### src/design/svf_pkg.sv
// shared types, widths and saturation helpers for the state variable filter
// used by every module of the filter core; depends on nothing
package svf_pkg;

  localparam int SAMPLE_W = 24;
  localparam int STATE_W  = 32;
  localparam int FREQ_W   = 18;
  localparam int DAMP_W   = 21;
  localparam int FRAC_W   = 16;
  localparam int COEF_W   = (FREQ_W > DAMP_W) ? FREQ_W : DAMP_W;
  localparam int PROD_W   = STATE_W + COEF_W + 1;
  localparam int SH_W     = PROD_W - FRAC_W;
  localparam int SUM_W    = SH_W + 2;
  localparam int ADDR_W   = 4;
  localparam int DATA_W   = 32;
  localparam int IDX_W    = ADDR_W - 2;

  localparam logic [DAMP_W-1:0] DAMPING_RESET = DAMP_W'(65536);

  localparam logic signed [SUM_W-1:0] STATE_MAX =
    {{(SUM_W-STATE_W+1){1'b0}}, {(STATE_W-1){1'b1}}};
  localparam logic signed [SUM_W-1:0] STATE_MIN =
    {{(SUM_W-STATE_W+1){1'b1}}, {(STATE_W-1){1'b0}}};
  localparam logic signed [STATE_W-1:0] SAMPLE_MAX =
    {{(STATE_W-SAMPLE_W+1){1'b0}}, {(SAMPLE_W-1){1'b1}}};
  localparam logic signed [STATE_W-1:0] SAMPLE_MIN =
    {{(STATE_W-SAMPLE_W+1){1'b1}}, {(SAMPLE_W-1){1'b0}}};

  typedef enum logic [IDX_W-1:0] {
    REG_FREQ_COEF = 2'd0,
    REG_DAMPING   = 2'd1,
    REG_SCALE     = 2'd2
  } reg_idx_t;

  typedef enum logic [2:0] {
    ST_IDLE,
    ST_MUL_XD,
    ST_MUL_BF,
    ST_MUL_BD,
    ST_HIGH,
    ST_MUL_HF,
    ST_BAND
  } state_t;

  typedef enum logic [1:0] {
    MUL_XD,
    MUL_BF,
    MUL_BD,
    MUL_HF
  } mul_sel_t;

  typedef struct packed {
    logic [FREQ_W-1:0] freq_coef;
    logic [DAMP_W-1:0] damping;
    logic              scale_by_damping;
  } cfg_t;

  typedef struct packed {
    logic     load_x;
    mul_sel_t mul_sel;
    logic     load_xs;
    logic     load_low;
    logic     load_high;
    logic     load_band;
  } cmd_t;

  function automatic logic signed [STATE_W-1:0] sat_state(input logic signed [SUM_W-1:0] v);
    logic signed [STATE_W-1:0] r;
    if (v > STATE_MAX) r = STATE_MAX[STATE_W-1:0];
    else if (v < STATE_MIN) r = STATE_MIN[STATE_W-1:0];
    else r = v[STATE_W-1:0];
    return r;
  endfunction

  function automatic logic signed [SAMPLE_W-1:0] sat_sample(
    input logic signed [STATE_W-1:0] v);
    logic signed [SAMPLE_W-1:0] r;
    if (v > SAMPLE_MAX) r = SAMPLE_MAX[SAMPLE_W-1:0];
    else if (v < SAMPLE_MIN) r = SAMPLE_MIN[SAMPLE_W-1:0];
    else r = v[SAMPLE_W-1:0];
    return r;
  endfunction

endpackage

### src/design/state_variable_filter_core.sv
// top level of the resonant state variable filter core
// an accepted item steps through MUL_XD, MUL_BF, MUL_BD, HIGH, MUL_HF and BAND before
// out_valid; no new item is taken until idle, as the single shared multiplier forms
// all four coefficient products in turn; the output register holds a result while
// the next item is taken and processed; reset (synchronous, active high) zeroes both
// delay states, loads freq_coef 0, damping 1.0 and scaling off, and clears out_valid
module state_variable_filter_core (
  input  logic                                clk,
  input  logic                                rst,
  input  logic                                in_valid,
  output logic                                in_stall,
  input  logic signed [svf_pkg::SAMPLE_W-1:0] sample,
  output logic                                out_valid,
  input  logic                                out_stall,
  output logic signed [svf_pkg::SAMPLE_W-1:0] low_out,
  output logic signed [svf_pkg::SAMPLE_W-1:0] high_out,
  output logic signed [svf_pkg::SAMPLE_W-1:0] band_out,
  input  logic                                psel,
  input  logic                                penable,
  input  logic                                pwrite,
  input  logic [svf_pkg::ADDR_W-1:0]          paddr,
  input  logic [svf_pkg::DATA_W-1:0]          pwdata,
  output logic [svf_pkg::DATA_W-1:0]          prdata,
  output logic                                pready
);

  svf_pkg::cfg_t cfg;
  svf_pkg::cmd_t cmd;

  svf_regs u_regs (
    .clk     (clk),
    .rst     (rst),
    .psel    (psel),
    .penable (penable),
    .pwrite  (pwrite),
    .paddr   (paddr),
    .pwdata  (pwdata),
    .prdata  (prdata),
    .pready  (pready),
    .cfg     (cfg)
  );

  svf_ctrl u_ctrl (
    .clk       (clk),
    .rst       (rst),
    .in_valid  (in_valid),
    .in_stall  (in_stall),
    .out_valid (out_valid),
    .out_stall (out_stall),
    .cmd       (cmd)
  );

  svf_datapath u_dp (
    .clk      (clk),
    .rst      (rst),
    .cmd      (cmd),
    .cfg      (cfg),
    .sample   (sample),
    .low_out  (low_out),
    .high_out (high_out),
    .band_out (band_out)
  );

endmodule

### src/design/svf_regs.sv
// apb configuration registers: frequency coefficient, damping, input scaling flag
// depends on svf_pkg
module svf_regs (
  input  logic                         clk,
  input  logic                         rst,
  input  logic                         psel,
  input  logic                         penable,
  input  logic                         pwrite,
  input  logic [svf_pkg::ADDR_W-1:0]   paddr,
  input  logic [svf_pkg::DATA_W-1:0]   pwdata,
  output logic [svf_pkg::DATA_W-1:0]   prdata,
  output logic                         pready,
  output svf_pkg::cfg_t                cfg
);

  svf_pkg::reg_idx_t idx;
  logic              wr;

  assign idx    = svf_pkg::reg_idx_t'(paddr[svf_pkg::ADDR_W-1:2]);
  assign wr     = psel && penable && pwrite;
  assign pready = 1'b1;

  always_ff @(posedge clk) begin
    if (rst) begin
      cfg.freq_coef        <= '0;
      cfg.damping          <= svf_pkg::DAMPING_RESET;
      cfg.scale_by_damping <= 1'b0;
    end else if (wr) begin
      case (idx)
        svf_pkg::REG_FREQ_COEF: cfg.freq_coef <= pwdata[svf_pkg::FREQ_W-1:0];
        svf_pkg::REG_DAMPING:   cfg.damping   <= pwdata[svf_pkg::DAMP_W-1:0];
        svf_pkg::REG_SCALE:     cfg.scale_by_damping <= pwdata[0];
        default: ;
      endcase
    end
  end

  always_comb begin
    case (idx)
      svf_pkg::REG_FREQ_COEF: prdata = svf_pkg::DATA_W'(cfg.freq_coef);
      svf_pkg::REG_DAMPING:   prdata = svf_pkg::DATA_W'(cfg.damping);
      svf_pkg::REG_SCALE:     prdata = svf_pkg::DATA_W'(cfg.scale_by_damping);
      default:                prdata = '0;
    endcase
  end

endmodule

### src/design/svf_datapath.sv
// filter datapath: one shared coefficient multiplier, adders with saturation,
// the band and low delay states and the output registers; depends on svf_pkg
module svf_datapath (
  input  logic                               clk,
  input  logic                               rst,
  input  svf_pkg::cmd_t                      cmd,
  input  svf_pkg::cfg_t                      cfg,
  input  logic signed [svf_pkg::SAMPLE_W-1:0] sample,
  output logic signed [svf_pkg::SAMPLE_W-1:0] low_out,
  output logic signed [svf_pkg::SAMPLE_W-1:0] high_out,
  output logic signed [svf_pkg::SAMPLE_W-1:0] band_out
);

  logic signed [svf_pkg::SAMPLE_W-1:0] x;
  logic signed [svf_pkg::STATE_W-1:0]  xs, low, high;
  logic signed [svf_pkg::STATE_W-1:0]  band_delay, low_delay;
  logic signed [svf_pkg::SH_W-1:0]     prod;

  logic signed [svf_pkg::STATE_W-1:0]  mul_a;
  logic        [svf_pkg::COEF_W-1:0]   mul_c;
  logic signed [svf_pkg::PROD_W-1:0]   mul_p;
  logic signed [svf_pkg::STATE_W-1:0]  xs_next, low_next, high_next, band_next;

  always_comb begin
    case (cmd.mul_sel)
      svf_pkg::MUL_XD: begin
        mul_a = svf_pkg::STATE_W'(x);
        mul_c = svf_pkg::COEF_W'(cfg.damping);
      end
      svf_pkg::MUL_BF: begin
        mul_a = band_delay;
        mul_c = svf_pkg::COEF_W'(cfg.freq_coef);
      end
      svf_pkg::MUL_BD: begin
        mul_a = band_delay;
        mul_c = svf_pkg::COEF_W'(cfg.damping);
      end
      svf_pkg::MUL_HF: begin
        mul_a = high;
        mul_c = svf_pkg::COEF_W'(cfg.freq_coef);
      end
      default: begin
        mul_a = band_delay;
        mul_c = svf_pkg::COEF_W'(cfg.freq_coef);
      end
    endcase
    // exact signed x unsigned product
    mul_p = svf_pkg::PROD_W'(mul_a) * svf_pkg::PROD_W'($signed({1'b0, mul_c}));
  end

  always_comb begin
    if (cfg.scale_by_damping) xs_next = svf_pkg::sat_state(svf_pkg::SUM_W'(prod));
    else xs_next = svf_pkg::STATE_W'(x);
    low_next  = svf_pkg::sat_state(svf_pkg::SUM_W'(low_delay) + svf_pkg::SUM_W'(prod));
    high_next = svf_pkg::sat_state(svf_pkg::SUM_W'(xs) - svf_pkg::SUM_W'(low)
                                   - svf_pkg::SUM_W'(prod));
    band_next = svf_pkg::sat_state(svf_pkg::SUM_W'(prod) + svf_pkg::SUM_W'(band_delay));
  end

  // dropping the low fraction bits of the signed product floors it
  always_ff @(posedge clk) begin
    prod <= mul_p[svf_pkg::PROD_W-1:svf_pkg::FRAC_W];
    if (cmd.load_x) x <= sample;
    if (cmd.load_xs) xs <= xs_next;
    if (cmd.load_low) low <= low_next;
    if (cmd.load_high) high <= high_next;
    if (cmd.load_band) begin
      low_out  <= svf_pkg::sat_sample(low);
      high_out <= svf_pkg::sat_sample(high);
      band_out <= svf_pkg::sat_sample(band_next);
    end
  end

  always_ff @(posedge clk) begin
    if (rst) begin
      band_delay <= '0;
      low_delay  <= '0;
    end else if (cmd.load_band) begin
      band_delay <= band_next;
      low_delay  <= low;
    end
  end

endmodule

### src/design/svf_ctrl.sv
// sequencer for the filter: steps the shared multiplier through its four products
// and owns the input stall and output valid; depends on svf_pkg
module svf_ctrl (
  input  logic          clk,
  input  logic          rst,
  input  logic          in_valid,
  output logic          in_stall,
  output logic          out_valid,
  input  logic          out_stall,
  output svf_pkg::cmd_t cmd
);

  svf_pkg::state_t state, state_next;
  logic            slot_free;

  assign slot_free = !out_valid || !out_stall;
  assign in_stall  = (state != svf_pkg::ST_IDLE);

  always_ff @(posedge clk) begin
    if (rst) state <= svf_pkg::ST_IDLE;
    else state <= state_next;
  end

  always_comb begin
    state_next    = state;
    cmd.load_x    = 1'b0;
    cmd.mul_sel   = svf_pkg::MUL_XD;
    cmd.load_xs   = 1'b0;
    cmd.load_low  = 1'b0;
    cmd.load_high = 1'b0;
    cmd.load_band = 1'b0;
    case (state)
      svf_pkg::ST_IDLE: begin
        cmd.load_x = in_valid;
        if (in_valid) state_next = svf_pkg::ST_MUL_XD;
      end
      svf_pkg::ST_MUL_XD: begin
        cmd.mul_sel = svf_pkg::MUL_XD;
        state_next  = svf_pkg::ST_MUL_BF;
      end
      svf_pkg::ST_MUL_BF: begin
        cmd.load_xs = 1'b1;
        cmd.mul_sel = svf_pkg::MUL_BF;
        state_next  = svf_pkg::ST_MUL_BD;
      end
      svf_pkg::ST_MUL_BD: begin
        cmd.load_low = 1'b1;
        cmd.mul_sel  = svf_pkg::MUL_BD;
        state_next   = svf_pkg::ST_HIGH;
      end
      svf_pkg::ST_HIGH: begin
        cmd.load_high = 1'b1;
        state_next    = svf_pkg::ST_MUL_HF;
      end
      svf_pkg::ST_MUL_HF: begin
        cmd.mul_sel = svf_pkg::MUL_HF;
        state_next  = svf_pkg::ST_BAND;
      end
      svf_pkg::ST_BAND: begin
        // hold the finished item until the output register is free
        cmd.mul_sel   = svf_pkg::MUL_HF;
        cmd.load_band = slot_free;
        if (slot_free) state_next = svf_pkg::ST_IDLE;
      end
      default: state_next = svf_pkg::ST_IDLE;
    endcase
  end

  always_ff @(posedge clk) begin
    if (rst) out_valid <= 1'b0;
    else if (cmd.load_band) out_valid <= 1'b1;
    else if (!out_stall) out_valid <= 1'b0;
  end

  a_accept_starts: assert property (@(posedge clk) disable iff (rst)
    (in_valid && !in_stall) |=> (state == svf_pkg::ST_MUL_XD))
    else $error("accepted item did not start the multiply sequence");

  a_band_sets_valid: assert property (@(posedge clk) disable iff (rst)
    cmd.load_band |=> out_valid)
    else $error("finished item not presented at the output");

  a_no_overwrite: assert property (@(posedge clk) disable iff (rst)
    cmd.load_band |-> !(out_valid && out_stall))
    else $error("output register overwritten while stalled");

  a_band_waits: assert property (@(posedge clk) disable iff (rst)
    (state == svf_pkg::ST_BAND && out_valid && out_stall) |=> (state == svf_pkg::ST_BAND))
    else $error("sequencer left the final step while the output was blocked");

endmodule
### config.mk
export PLATFORM = sky130hd
export DESIGN_NAME = state_variable_filter_core
export DESIGN_NICKNAME = d
export VERILOG_FILES = /design/src/design/svf_pkg.sv /design/src/design/state_variable_filter_core.sv /design/src/design/svf_regs.sv /design/src/design/svf_datapath.sv /design/src/design/svf_ctrl.sv
export SDC_FILE = /design/constraint.sdc
export NUM_CORES = 2
export LEC_CHECK = 0
export CAP_MARGIN = 0
export CELL_PAD_IN_SITES_DETAIL_PLACEMENT = 1
export CELL_PAD_IN_SITES_GLOBAL_PLACEMENT = 1
export CORE_MARGIN = 2
export CORE_UTILIZATION = 52
export CTS_CLUSTER_SIZE = 40
export DETAILED_ROUTE_END_ITERATION = 16
export DONT_BUFFER_PORTS = 1
export PLACE_DENSITY = 0.82
export REMOVE_ABC_BUFFERS = 1
export SLEW_MARGIN = 20
export SYNTH_ARGS = -nofsm -noshare
export SYNTH_HDL_FRONTEND = slang
export SYNTH_HIERARCHICAL = 1
export SYNTH_SLANG_ARGS = --single-unit
### constraint.sdc
create_clock -name clk -period 12.4 [get_ports clk]
set_input_delay 2.48 -clock clk [delete_from_list [all_inputs] [get_ports clk]]
set_output_delay 2.48 -clock clk [all_outputs]
set_load 0.03 [all_outputs]
==> reports/results.ini <==
[run_status]
outcome = completed

[layout]
post-route-util_pct = 55.6
fillers = 9601
syn_to_final_growth_pct = 5.64
final_nets = 5639
final_cell_mix = 758 x inv_1, 707 x fa_1, 586 x nor2_1
fin_area_mm2 = 0.0466
mostFrequentLayoutCell = inv_1
drive_above_1_share_pct = 4.80

[setup_path]
crit_fanout = 32
cp-end-kind = flip-flop
crit_type = flip-flop to flip-flop
critPathLaunchType = flip-flop
slowest_stage = o21ai_1
slowest_delay_ns = 0.84
crit_arrival_ns = 11.21
crit_path_frequent_cell = fa_1
worstPathRequired_ns = 12.86

[placed_design]
place_hpwl_um = 114000
dpl_worst_slack_ns = 1.88
portBuffers = 0
routabilityCongestion = 0.952
postPlaceCellArea_mm2 = 0.0451

[synthesis]
postSynthCellCount = 4738
ys_seq_elements = 338
synth_area_mm2 = 0.0441
seq_area_frac_synth_pct = 19.7
yosysWarnings = 6
synth_cell_types = 108
async_reset_ff_share_pct = 0
synth-edff-count = 192
synth.avg_cell_area_um2 = 9.31
synthFlopType = edfxtp_1

[timing]
finalSetupTns_ns = 0
max_slew_margin_pct = 17.0
min_period_ns = 10.75
worst_pin_slew_ns = 1.21
worst_slack_ns = 1.65
rsz0062_at_grt = false
fmax_mhz = 93.0
slew_violations = 0
setup_viol = 0
period_share_pct = 86.7
finalClockSkew_ns = 0.0279
finalHoldViolCount = 0

[worst_hold_path]
hp-class = flip-flop to flip-flop

[global_routing]
antenna_found_initial = 5
grt_pass1_wl_um = 225000
grt_pass1_vias = 38200
grt-ovfl-total = 0
grt_util_all_layers_pct = 33.9
grt_max_degree = 162

[routing]
finalWirelength_um = 145000
dr.pass1.iters = 6
wire_per_inst_um = 25.1
routed_via_density = 6.06
drc = 0
vias = 35000
drtIter0Drc = 2749
ant_nets = 0

[power]
pwr_density_cell_mw_per_mm2 = 148
max-vdd-ir-drop_uv = 223
p_leak_nw = 21.2

[clock_tree]
cts-resized-gates = 0
cts_setup_buffers = 0
cts_max_level = 2
cts.sinks = 338
clk_pin_slew_ns = 0.07
cts_buffer_depth = 3
clk-insertion-delay-late_ns = 0.61
tritoncts = built
cts_buffers = 40
cts-root-buf = clkbuf_16
hold_buffers = 0

[die]
ios = 174
die_w_um = 295
die_area_mm2 = 0.0872
fp.coreArea_mm2 = 0.0838
rows = 106
initial_core_util_pct = 52.6
die_h_um = 295

[flow_run]
maxCapViolCount = 0

## cell usage after synthesis (20+ instances only)
master    instances  area [um2]
o21bai_1         21         158
buf_4            20         150
and2_1           38         238
clkbuf_1        166         623
xor2_1           58         508
buf_1            24        90.1
and3_1           25         156
xnor2_1          85         744
o32ai_1          30         263
ha_1            255        3190
a21oi_1         193         966
nor3_1           29         145
fa_1            707       14200
nor2b_1          20         125
o21a_1           89         668
nand4_1          27         169
inv_1           758        2850
a21o_1           78         586
dfxtp_1         146        2920
nor2_1          586        2200
o21ai_1          39         195
nand3_1          42         210
edfxtp_1        192        5770
a22oi_1          25         188
o21ai_0         141         706
mux2i_1         111        1110
nand2_1         427        1600
nand2b_1         84         526
## state kept, by name (all words and copies together) (netlist names)
name,flops
u_dp/xs,32
u_ctrl/state,3
u_dp/low_delay,32
u_dp/prod,38
u_dp/low_out,24
u_dp/x,24
u_dp/high,32
u_regs/cfg,40
u_dp/band_out,24
u_dp/high_out,24
u_ctrl/out_valid,1
u_dp/low,32
u_dp/band_delay,32
## area by class of cell
cell class	count	area, um2	area share, %
clock inverter	27	369	0.792
clock buffer	47	1120	2.41
timing repair buffer	54	405	0.870
sequential	338	8690	18.6
multi-input combinational	3418	31700	68.1
inverter	758	2850	6.10
antenna	3	7.51	0.0161
tap	1134	1420	3.04
## worst paths after layout
check	from	end	slack (ns)	cells after the start
max	u_ctrl/state[1]	u_dp/prod[24]	1.65	29
min	u_regs/cfg[25]	u_regs/cfg[25]	0.50	2
max reg2reg	u_ctrl/state[1]	u_dp/prod[24]	1.65	29
min reg2reg	u_regs/cfg[25]	u_regs/cfg[25]	0.50	2
## cell families (layout without fill, tap and decap cells)
| logic type | Yosys count | in the layout | share of synthesized area, % |
|---|---|---|---|
| compound gates | 812 | 812 | 12.7 |
| flops | 338 | 338 | 19.7 |
| other cells | 2 | 15 | 0.0170 |
| fa+ha+maj | 962 | 962 | 39.3 |
| xor+xnor | 145 | 145 | 2.91 |
| simple gates | 1363 | 1363 | 13.7 |
| mux | 124 | 124 | 2.85 |
| buf+inv | 992 | 886 | 8.83 |
## where the power goes
| group | internal, mW | switching (mW) |
|---|---|---|
| logic | 1.38 | 2.52 |
| clock network | 0.807 | 0.548 |
| registers | 1.41 | 0.210 |
| total | 3.60 | 3.28 |
## stage by stage
| step | hold WS, ns | cells | total power, mW |
|---|---|---|---|
| 2_1_floorplan | 0.457 | 4514 | 4.17 |
| 3_3_place_gp | 0.474 | 5702 | 5.27 |
| 3_5_place_dp | 0.494 | 5702 | 5.42 |
| 4_1_cts | 0.501 | 5776 | 6.82 |
| 5_1_grt | 0.521 | 5776 | 7.29 |
| 6_report | 0.502 | 5779 | 6.88 |
## routing by layer
metal	share of wire [%]	global-route usage [%]	vias to the layer above	routed length, um
li1	-	-	15100	-
met3	6.6	5.41	391	9580
met4	5.1	15.4	2	7440
met5	0.0055	0	-	8
met1	40	43.2	18200	57700
met2	48	56.9	1349	70100
## critical path, delay by kind of cell (launching register included)
family | cells | cell delay, ns
buffers and inverters | 6 | 0.36
xor gates and xnor gates | 1 | 0.17
adders and majority gates | 9 | 4.77
DFF | 1 | 0.55
AOI/OAI and AO/OA | 10 | 4.19
and+or+nand+nor | 3 | 0.57
No activity file was read; power rests on OpenSTA's default activity.
